## config.mk

```make
export PLATFORM = sky130hd
export DESIGN_NAME = clpm_ctrl
export DESIGN_NICKNAME = d
export VERILOG_FILES = /design/src/sv/clpm_pkg.sv /design/src/sv/clpm_ctrl.sv
export SDC_FILE = /design/constraint.sdc
export NUM_CORES = 1
export LEC_CHECK = 0
export BUFFER_PORTS_ARGS = -buffer_cell sky130_fd_sc_hd__buf_2
export CAP_MARGIN = 20
export CORE_AREA = 4 4 41 43
export CTS_BUF_LIST = sky130_fd_sc_hd__clkbuf_4
export DETAILED_ROUTE_END_ITERATION = 6
export DIE_AREA = 0 0 45 47
export GPL_TIMING_DRIVEN = 0
export SLEW_MARGIN = 20
export SYNTH_ARGS = -nofsm -noshare
export SYNTH_HDL_FRONTEND = slang
export SYNTH_SLANG_ARGS = --single-unit
```

## constraint.sdc

```tcl
create_clock -name aclk -period 1.6 [get_ports aclk]
set_input_delay 0.08 -clock aclk [delete_from_list [all_inputs] [get_ports aclk]]
set_output_delay 0.08 -clock aclk [all_outputs]
set_load 0.05 [all_outputs]
```

## src/sv/clpm_pkg.sv

```systemverilog
// Package for the callsign longest prefix match block.
// Holds field widths, stream bit positions, the controller state type and the
// command and status structs. No dependencies.
`default_nettype none

package clpm_pkg;

    // Character and field widths
    localparam int CHAR_W    = 8;
    localparam int KEY_CHARS = 6;
    localparam int KEY_W     = CHAR_W * KEY_CHARS;
    localparam int LEN_W     = 3;
    localparam int SLOT_W    = 8;
    localparam int CFG_W     = 9;
    localparam int IDX_OUT_W = 8;

    // Input tdata layout, lowest bit up
    localparam int S_SLOT_LO  = 0;
    localparam int S_KEY_LO   = S_SLOT_LO + SLOT_W;
    localparam int S_KLEN_LO  = S_KEY_LO + KEY_W;
    localparam int S_NAMED_B  = S_KLEN_LO + LEN_W;
    localparam int S_DEST_LO  = S_NAMED_B + 1;
    localparam int S_DLEN_LO  = S_DEST_LO + KEY_W;
    localparam int S_DATA_W   = 112;

    // Output tdata layout, lowest bit up
    localparam int M_FOUND_B  = 0;
    localparam int M_IDX_LO   = 1;
    localparam int M_LEN_LO   = M_IDX_LO + IDX_OUT_W;
    localparam int M_DATA_W   = 16;

    // Stored entry: {named, length, key}
    localparam int ENTRY_W    = KEY_W + LEN_W + 1;

    // Action codes carried in s_tuser
    localparam logic ACT_WRITE  = 1'b0;
    localparam logic ACT_LOOKUP = 1'b1;

    typedef enum logic [1:0] {
        ST_IDLE,
        ST_SCAN,
        ST_DRAIN,
        ST_DONE
    } clpm_state_t;

    // Controller to datapath
    typedef struct packed {
        logic accept;       // input transfer this cycle
        logic issue;        // read table entry at scan address, advance
        logic load_result;  // move result into output register
    } clpm_cmd_t;

    // Datapath to controller
    typedef struct packed {
        logic count_zero;   // no entries in use
        logic last_issue;   // scan address is the last entry in use
        logic out_free;     // output register can take a result this cycle
    } clpm_status_t;

endpackage

`default_nettype wire

```

## src/sv/clpm_ctrl.sv

```systemverilog
// Controller state machine for the prefix match block: sequences accept,
// table scan, drain and result hand-off. Depends on clpm_pkg.
`default_nettype none

module clpm_ctrl
    import clpm_pkg::*;
(
    input  wire logic         aclk,
    input  wire logic         aresetn,
    input  wire logic         s_tvalid,
    input  wire logic         s_action,
    output logic              s_tready,
    input  wire clpm_status_t status,
    output clpm_cmd_t         cmd
);

    clpm_state_t state_reg, state_next;

    // State register
    always_ff @(posedge aclk) begin
        if (!aresetn) begin
            state_reg <= ST_IDLE;
        end else begin
            state_reg <= state_next;
        end
    end

    // Next state
    always_comb begin
        state_next = state_reg;
        case (state_reg)
            ST_IDLE: begin
                if (s_tvalid) begin
                    if (s_action == ACT_LOOKUP && !status.count_zero) begin
                        state_next = ST_SCAN;
                    end else begin
                        state_next = ST_DONE;
                    end
                end
            end
            ST_SCAN: begin
                if (status.last_issue) begin
                    state_next = ST_DRAIN;
                end
            end
            ST_DRAIN: begin
                state_next = ST_DONE;
            end
            ST_DONE: begin
                if (status.out_free) begin
                    state_next = ST_IDLE;
                end
            end
            default: begin
                state_next = ST_IDLE;
            end
        endcase
    end

    // Outputs
    always_comb begin
        s_tready        = 1'b0;
        cmd.accept      = 1'b0;
        cmd.issue       = 1'b0;
        cmd.load_result = 1'b0;
        case (state_reg)
            ST_IDLE: begin
                s_tready   = 1'b1;
                cmd.accept = s_tvalid;
            end
            ST_SCAN: begin
                cmd.issue = 1'b1;
            end
            ST_DRAIN: begin
                cmd.issue = 1'b0;
            end
            ST_DONE: begin
                cmd.load_result = status.out_free;
            end
            default: begin
                s_tready = 1'b0;
            end
        endcase
    end

endmodule

`default_nettype wire

```

==> load_flow_metrics.sql, run 1 <==
INSERT INTO impl_metrics (metric_group, metric, value, unit) VALUES
('cells_and_area', 'drive_above_1_share', '47.1', '%'),
('worst_setup_path', 'setup.reg_to_reg.worst_slack', '0.31', 'ns'),
('placed_design', 'i_o_buffers', '10', ''),
('sta', 'timing_max_transition_violations_final', '0', ''),
('logic_synthesis', 'ys_seq_area_share', '21.3', '%'),
('die', 'dieArea', '2120', 'um^2'),
('placed_design', 'dpl.hpwl', '325', 'um'),
('cells_and_area', 'diodes', '0', ''),
('sta', 'slew-limit-headroom', '83.5', '%'),
('logic_synthesis', 'netlist.top_cell.by_area', 'sky130_fd_sc_hd__ha_1', ''),
('cells_and_area', 'layout.core_utilization', '21.4', '%'),
('run', 'max_cap_viol_count', '0', ''),
('worst_setup_path', 'worst-r2r-cell-count', '5', ''),
('cells_and_area', 'areaGrowthSynthToFinish', '48.7', '%'),
('sta', 'worst_tran_pin_value', '0.250', 'ns'),
('logic_synthesis', 'ys_types', '13', ''),
('placed_design', 'placed_cells_incl_taps', '46', ''),
('cts', 'cts-hold-fix-buffers', '0', ''),
('cts', 'clk_path_buf_depth', '2', ''),
('die', 'core', '1300', 'um^2'),
('hold_path', 'terminating_pin_of_the_worst_hold_path', 'state_reg[1]', ''),
('worst_setup_path', 'crit-reg2reg-launch', 'state_reg[0]', ''),
('drt', 'dr.pass1.iters', '1', ''),
('global_route', 'first_global_vias', '199', ''),
('worst_setup_path', 'kind_of_launch_point_of_the_worst_setup_path', 'flop', ''),
('placed_design', 'finalWeightedCongestion', '0.601', ''),
('worst_setup_path', 'criticalPathCategory', 'reg -> out', ''),
('hold_path', 'hold-path-cell-count', '3', ''),
('logic_synthesis', 'synth_top_cell_area_share', '26.7', '%'),
('die', 'initial_core_utilization', '14.4', '%'),
('worst_setup_path', 'crit_arrival', '1.35', 'ns'),
('drt', 'avgViaCountPerCell', '3.76', ''),
('sta', 'final_worst_path_period_share', '89.5', '%'),
('cts', 'clock_tree.root_cell', 'sky130_fd_sc_hd__clkbuf_4', ''),
('logic_synthesis', 'yosys_register_bits', '2', ''),
('worst_setup_path', 'worstPathCellList', 'inv_1 -> ha_1 -> and2_2 -> buf_2', ''),
('status', 'run_status', 'completed', ''),
('cells_and_area', 'number_of_flip_flops_under_the_largest_register_name', '2', ''),
('die', 'placementRows', '13', ''),
('drt', 'finalWirelength', '410', 'um'),
('logic_synthesis', 'post_synth_main_area_contributors', 'sky130_fd_sc_hd__ha_1 (27%), sky130_fd_sc_hd__dfxtp_1 (21%), sky130_fd_sc_hd__mux2i_1 (11%)', ''),
('worst_setup_path', 'worst-endpoint-required', '1.52', 'ns'),
('worst_setup_path', 'r2r-end', 'state_reg[0]', ''),
('hold_path', 'holdCritStartpoint', 'aresetn', ''),
('placed_design', 'post-place-ws', '0.317', 'ns'),
('sta', 'fin_ws', '0.168', 'ns'),
('hold_path', 'class_of_the_most_critical_hold_timing_path', 'in -> reg', ''),
('power', 'worst_ir_drop_vdd', '0.695', 'mV'),
('worst_setup_path', 'path_buf_inv', '2', ''),
('sta', 'timing.clock.skew', '0.00243', 'ns'),
('global_route', 'grt_pass1_wl', '669', 'um'),
('sta', 'totalNegativeSetupSlack', '0', 'ns'),
('logic_synthesis', 'synth_area', '188', 'um^2'),
('worst_setup_path', 'cp_top_family', 'flip-flops', ''),
('drt', 'route.antenna.remaining_nets', '0', ''),
('global_route', 'maximum_number_of_pins_on_one_net_before_global_route_repair', '7', ''),
('sta', 'finalHoldViolations', '0', ''),
('cts', 'worstSkewPairLatency', '0.22', 'ns'),
('global_route', 'globalRouteTotalUtil', '4.73', '%'),
('drt', 'detailedRoute.firstIterationViolations', '0', ''),
('power', 'p_per_area', '2250', 'nW/um^2'),
('cells_and_area', 'finalNonFillerCells', '49', ''),
('sta', 'unrepaired_setup_endpoints_after_global_routing', 'false', ''),
('cts', 'post-cts-setup-buffers', '0', ''),
('worst_setup_path', 'setup.worst_path.end_class', 'output port', ''),
('die', 'top_level_ports', '11', ''),
('drt', 'wire_per_inst', '8.37', 'um'),
('sta', 'fin_crit', '1.43', 'ns'),
('cts', 'cts_htree_levels', '1', ''),
('cts', 'clock-sinks', '2', ''),
('die', 'floorplan.die.width', '45', 'um');
==> layout by cell type (no fill, tap or decap) <==
cell type and n:
sky130_fd_sc_hd__mux2i_1 2, sky130_fd_sc_hd__and2_2 1, sky130_fd_sc_hd__inv_1 3, sky130_fd_sc_hd__clkbuf_4 3, sky130_fd_sc_hd__dfxtp_1 2, sky130_fd_sc_hd__and2_1 1, sky130_fd_sc_hd__nand2b_1 1, sky130_fd_sc_hd__nand3b_1 1
sky130_fd_sc_hd__inv_2 1, sky130_fd_sc_hd__o21ai_0 1, sky130_fd_sc_hd__o221ai_2 1, sky130_fd_sc_hd__buf_2 10, sky130_fd_sc_hd__ha_1 4, sky130_fd_sc_hd__nand2_1 2, sky130_fd_sc_hd__o211ai_1 1
==> cell type report <==
| class | instances | area, um^2 |
|---|---|---|
| Sequential cell | 2 | 40.0 |
| Tap cell | 15 | 18.8 |
| Fill cell | 161 | 1020 |
| Inverter | 4 | 15.0 |
| Clock buffer | 3 | 22.5 |
| Multi-Input combinational cell | 15 | 133 |
| Timing Repair Buffer | 10 | 50.0 |
==> layer usage <==
metal | global-route usage, % | wire, um | vias up
met5 | 0 | 0 | -
met3 | 2.68 | 52 | 0
met2 | 7.06 | 174 | 9
li1 | - | - | 96
met1 | 4.30 | 182 | 79
met4 | 5.26 | 0 | 0
==> report_power, final <==
group	leakage, nW	total (W)	switching, W	internal [W]
Sequential	0.0167	0.000104	0.0000273	0.0000769
Clock	0.0138	0.000111	0.0000278	0.0000827
Combinational	0.111	0.000414	0.000285	0.000130
Total	0.142	0.000629	0.000340	0.000289
==> cell usage after synthesis, drive strengths merged <==
library cell	instances
inv	4
nand2	2
and2	2
dfxtp	2
nand3b	1
o21ai	1
o221ai	1
o211ai	1
ha	4
nand2b	1
mux2i	2
==> metrics by stage <==
step,power [W],cell area (um^2),hold WS (ns)
floorplan,0.000446,188,0.230
global placement,0.000514,256,0.373
detailed placement,0.000521,256,0.380
CTS,0.000643,279,0.140
global route,0.000685,279,0.178
finish,0.000629,279,0.151
==> tightest hold or removal path, stage by stage <==
cell	delay, ns
sky130_fd_sc_hd__buf_2	0.12
sky130_fd_sc_hd__nand2_1	0.06
sky130_fd_sc_hd__mux2i_1	0.05
==> worst max path at each step <==
| stage | from | endpoint | slack, ns | depth (start not counted) |
|---|---|---|---|---|
| final | state_reg[0] | cmd[2] | 0.17 | 4 |
| after global routing | state_reg[0] | cmd[2] | 0.10 | 4 |
| after CTS | state_reg[0] | cmd[2] | 0.15 | 4 |
| after detailed placement | state_reg[0] | state_reg[0] | 0.32 | 5 |
| after global placement | state_reg[0] | state_reg[1] | 0.37 | 5 |
| after floorplan | state_reg[0] | state_reg[0] | 0.12 | 5 |
==> logic make-up (layout without fill, tap and decap cells) <==
family / after synthesis / count (layout) / synth area share, %
AND/OR/NAND/NOR: 6 / 6 / 18.7
adder cells (fa/ha/maj): 4 / 4 / 26.7
buffers and inverters: 4 / 17 / 8.00
AO/OA/AOI/OAI: 3 / 3 / 14.7
multiplexers: 2 / 2 / 10.7
flip-flops: 2 / 2 / 21.3
Note: power is estimated with default switching activity, not from simulation.
==> inputs of run 2 (changes only) <==
--- a/config.mk
+++ b/config.mk
@@ -5,13 +5,14 @@
 export SDC_FILE = /design/constraint.sdc
 export NUM_CORES = 1
 export LEC_CHECK = 0
-export BUFFER_PORTS_ARGS = -buffer_cell sky130_fd_sc_hd__buf_2
+export BUFFER_PORTS_ARGS = -buffer_cell sky130_fd_sc_hd__buf_4
 export CAP_MARGIN = 20
 export CORE_AREA = 4 4 41 43
 export CTS_BUF_LIST = sky130_fd_sc_hd__clkbuf_4
 export DETAILED_ROUTE_END_ITERATION = 6
 export DIE_AREA = 0 0 45 47
 export GPL_TIMING_DRIVEN = 0
+export PLACE_DENSITY = 0.31
 export SLEW_MARGIN = 20
 export SYNTH_ARGS = -nofsm -noshare
 export SYNTH_HDL_FRONTEND = slang
==> run 2 against run 1 <==
Against the previous run: count of clock-buffer cells in the layout is the same; worst setup slack gained 0.014 ns; total power grew 5.1%; flip-flop and latch count is the same; critical path depth is the same; fmax grew 1.0%; critical endpoint unchanged.
==> load_flow_metrics.sql, run 2 (same netlist as run 1, synthesis figures left out) <==
INSERT INTO impl_metrics (metric_group, metric, value, unit) VALUES
('cts', 'worstSkewPairLatency', '0.22', 'ns'),
('cts', 'cts_htree_levels', '1', ''),
('power', 'swShare', '51.7', '%'),
('placed_design', 'dpl.hpwl', '369', 'um'),
('power', 'logic_gate_share_of_total_power', '67.8', '%'),
('worst_setup_path', 'slowest_stage', 'sky130_fd_sc_hd__dfxtp_1', ''),
('cells_and_area', 'number_of_flip_flops_under_the_largest_register_name', '2', ''),
('power', 'share_of_power_burned_in_registers', '15.8', '%'),
('die', 'core', '1300', 'um^2'),
('sta', 'final_worst_path_period_share', '88.6', '%'),
('hold_path', 'hold-path-cell-count', '3', ''),
('die', 'chipHeight', '47', 'um'),
('global_route', 'antenna_found_initial', '0', ''),
('worst_setup_path', 'worstPathCellList', 'inv_1 -> ha_1 -> and2_2 -> buf_4', ''),
('drt', 'route.antenna.remaining_nets', '0', ''),
('sta', 'finalHoldViolations', '0', ''),
('power', 'pwr-share-clk', '16.5', '%'),
('cells_and_area', 'drive_above_1_share', '47.1', '%'),
('hold_path', 'holdCritStartpoint', 'aresetn', ''),
('worst_setup_path', 'worst-r2r-cell-count', '5', ''),
('sta', 'timing_max_transition_violations_final', '0', ''),
('worst_setup_path', 'critPathMaxStageDelay', '0.37', 'ns'),
('cells_and_area', 'layout.core_utilization', '23.4', '%'),
('drt', 'detailedRoute.firstIterationViolations', '3', ''),
('die', 'placementRows', '13', ''),
('die', 'floorplan.die.width', '45', 'um'),
('cts', 'clk_path_buf_depth', '2', ''),
('worst_setup_path', 'crit-reg2reg-launch', 'state_reg[1]', ''),
('global_route', 'maximum_number_of_pins_on_one_net_before_global_route_repair', '7', ''),
('drt', 'finalWirelength', '432', 'um'),
('cts', 'clock_tree.root_cell', 'sky130_fd_sc_hd__clkbuf_4', ''),
('cts', 'clkSlewWorstSetupHoldPaths', '0.03', 'ns'),
('cells_and_area', 'layout.nets', '47', ''),
('hold_path', 'terminating_pin_of_the_worst_hold_path', 'state_reg[1]', ''),
('drt', 'route.detailed.drc', '0', ''),
('cts', 'clock-sinks', '2', ''),
('power', 'static-leakage-power', '0.149', 'nW'),
('worst_setup_path', 'r2r-end', 'state_reg[0]', ''),
('worst_setup_path', 'setup.reg_to_reg.worst_slack', '0.33', 'ns'),
('sta', 'totalNegativeSetupSlack', '0', 'ns'),
('worst_setup_path', 'cp_top_family', 'flip-flops', ''),
('global_route', 'gr-total-overflow', '0', ''),
('die', 'dieArea', '2120', 'um^2'),
('global_route', 'globalRouteTotalUtil', '5.44', '%'),
('cells_and_area', 'finalNonFillerCells', '49', ''),
('cells_and_area', 'most_frequent_cells_in_the_layout', 'sky130_fd_sc_hd__buf_4 (10), sky130_fd_sc_hd__ha_1 (4), sky130_fd_sc_hd__inv_1 (3), sky130_fd_sc_hd__clkbuf_4 (3)', ''),
('status', 'run_status', 'completed', ''),
('die', 'top_level_ports', '11', ''),
('worst_setup_path', 'setup.worst_path.end_class', 'output port', ''),
('worst_setup_path', 'worst-endpoint-required', '1.52', 'ns'),
('cts', 'postCtsResizedCells', '0', ''),
('placed_design', 'finalWeightedCongestion', '0.624', ''),
('drt', 'dr.pass1.iters', '2', ''),
('global_route', 'first_global_vias', '186', ''),
('sta', 'hold_slack', '0.151', 'ns'),
('power', 'worst_ir_drop_vdd', '0.472', 'mV'),
('run', 'max_cap_viol_count', '0', ''),
('worst_setup_path', 'crit_arrival', '1.34', 'ns'),
('cells_and_area', 'areaGrowthSynthToFinish', '62.0', '%'),
('cts', 'cts_made_buffers', '3', ''),
('global_route', 'grt_pass1_wl', '752', 'um'),
('sta', 'timing.clock.skew', '0.00312', 'ns'),
('drt', 'avgViaCountPerCell', '3.55', ''),
('cells_and_area', 'layout_commonest_cell', 'sky130_fd_sc_hd__buf_4', ''),
('sta', 'unrepaired_setup_endpoints_after_global_routing', 'false', ''),
('hold_path', 'class_of_the_most_critical_hold_timing_path', 'in -> reg', ''),
('cts', 'post-cts-setup-buffers', '0', ''),
('sta', 'worst_tran_pin_value', '0.233', 'ns'),
('sta', 'slew-limit-headroom', '84.5', '%'),
('power', 'p_per_area', '2170', 'nW/um^2'),
('sta', 'setup-violations-final', '0', ''),
('worst_setup_path', 'kind_of_launch_point_of_the_worst_setup_path', 'flop', ''),
('sta', 'achievable-frequency', '705', 'MHz'),
('placed_design', 'i_o_buffers', '10', ''),
('worst_setup_path', 'path_buf_inv', '2', ''),
('power', 'p_int', '0.000319', 'W'),
('worst_setup_path', 'criticalPathCategory', 'reg -> out', ''),
('power', 'power.net_switching', '0.000342', 'W'),
('cts', 'cts-hold-fix-buffers', '0', ''),
('cells_and_area', 'diodes', '0', ''),
('worst_setup_path', 'cp_max_fo', '6', ''),
('drt', 'wire_per_inst', '8.82', 'um'),
('drt', 'dr_total_vias', '174', ''),
('die', 'initial_core_utilization', '14.4', '%'),
('placed_design', 'placed_cells_incl_taps', '46', ''),
('power', 'total_power', '0.000661', 'W'),
('cts', 'cts_tree', 'built', ''),
('sta', 'fin_crit', '1.42', 'ns');
==> run 2: cell counts in the layout (fill, tap and decap cells not counted) <==
No cell type changed its count.
==> run 2: worst max-delay path by stage <==
stage,start,end,slack (ns),cells after the start
6_report,state_reg[0],cmd[2],0.18,4
5_1_grt,state_reg[0],cmd[2],0.08,4
2_1_floorplan,state_reg[0],state_reg[0],0.12,5
4_1_cts,state_reg[0],cmd[2],0.16,4
3_3_place_gp,state_reg[0],state_reg[0],0.34,5
3_5_place_dp,state_reg[0],state_reg[0],0.31,5
==> run 2: final cells by class <==
type / count / area, um^2
multi-input combinational: 15 / 133
clock buffer: 3 / 22.5
tap: 15 / 18.8
sequential: 2 / 40.0
timing repair buffer: 10 / 75.1
fill: 152 / 997
inverter: 4 / 15.0
==> run 2: layer usage <==
| metal | share of wire, % | global-route usage (%) |
|---|---|---|
| met5 | 0 | 0 |
| met1 | 45 | 6.09 |
| met4 | 0 | 5.26 |
| met2 | 40 | 7.63 |
| met3 | 15 | 2.30 |
==> run 2: stage by stage <==
step / worst slack, ns / area (um^2)
2_1_floorplan: 0.117 / 188
3_3_place_gp: 0.340 / 282
3_5_place_dp: 0.312 / 282
4_1_cts: 0.159 / 304
5_1_grt: 0.0766 / 304
6_report: 0.182 / 304
==> run 2: power groups by stage <==
stage	Combinational, W	Clock [W]	Sequential [W]
global placement	0.000452	0	0.000107
CTS	0.000454	0.000116	0.000105
finish	0.000448	0.000109	0.000104
floorplan	0.000348	0	0.0000979
detailed placement	0.000452	0	0.000106
global route	0.000497	0.000124	0.000109
==> run 2: worst reg2reg max path: stages (launching register included) <==
cell and delay [ns]:
sky130_fd_sc_hd__dfxtp_1 0.33, sky130_fd_sc_hd__inv_1 0.09, sky130_fd_sc_hd__ha_1 0.28, sky130_fd_sc_hd__inv_2 0.05, sky130_fd_sc_hd__o221ai_2 0.24, sky130_fd_sc_hd__mux2i_1 0.21
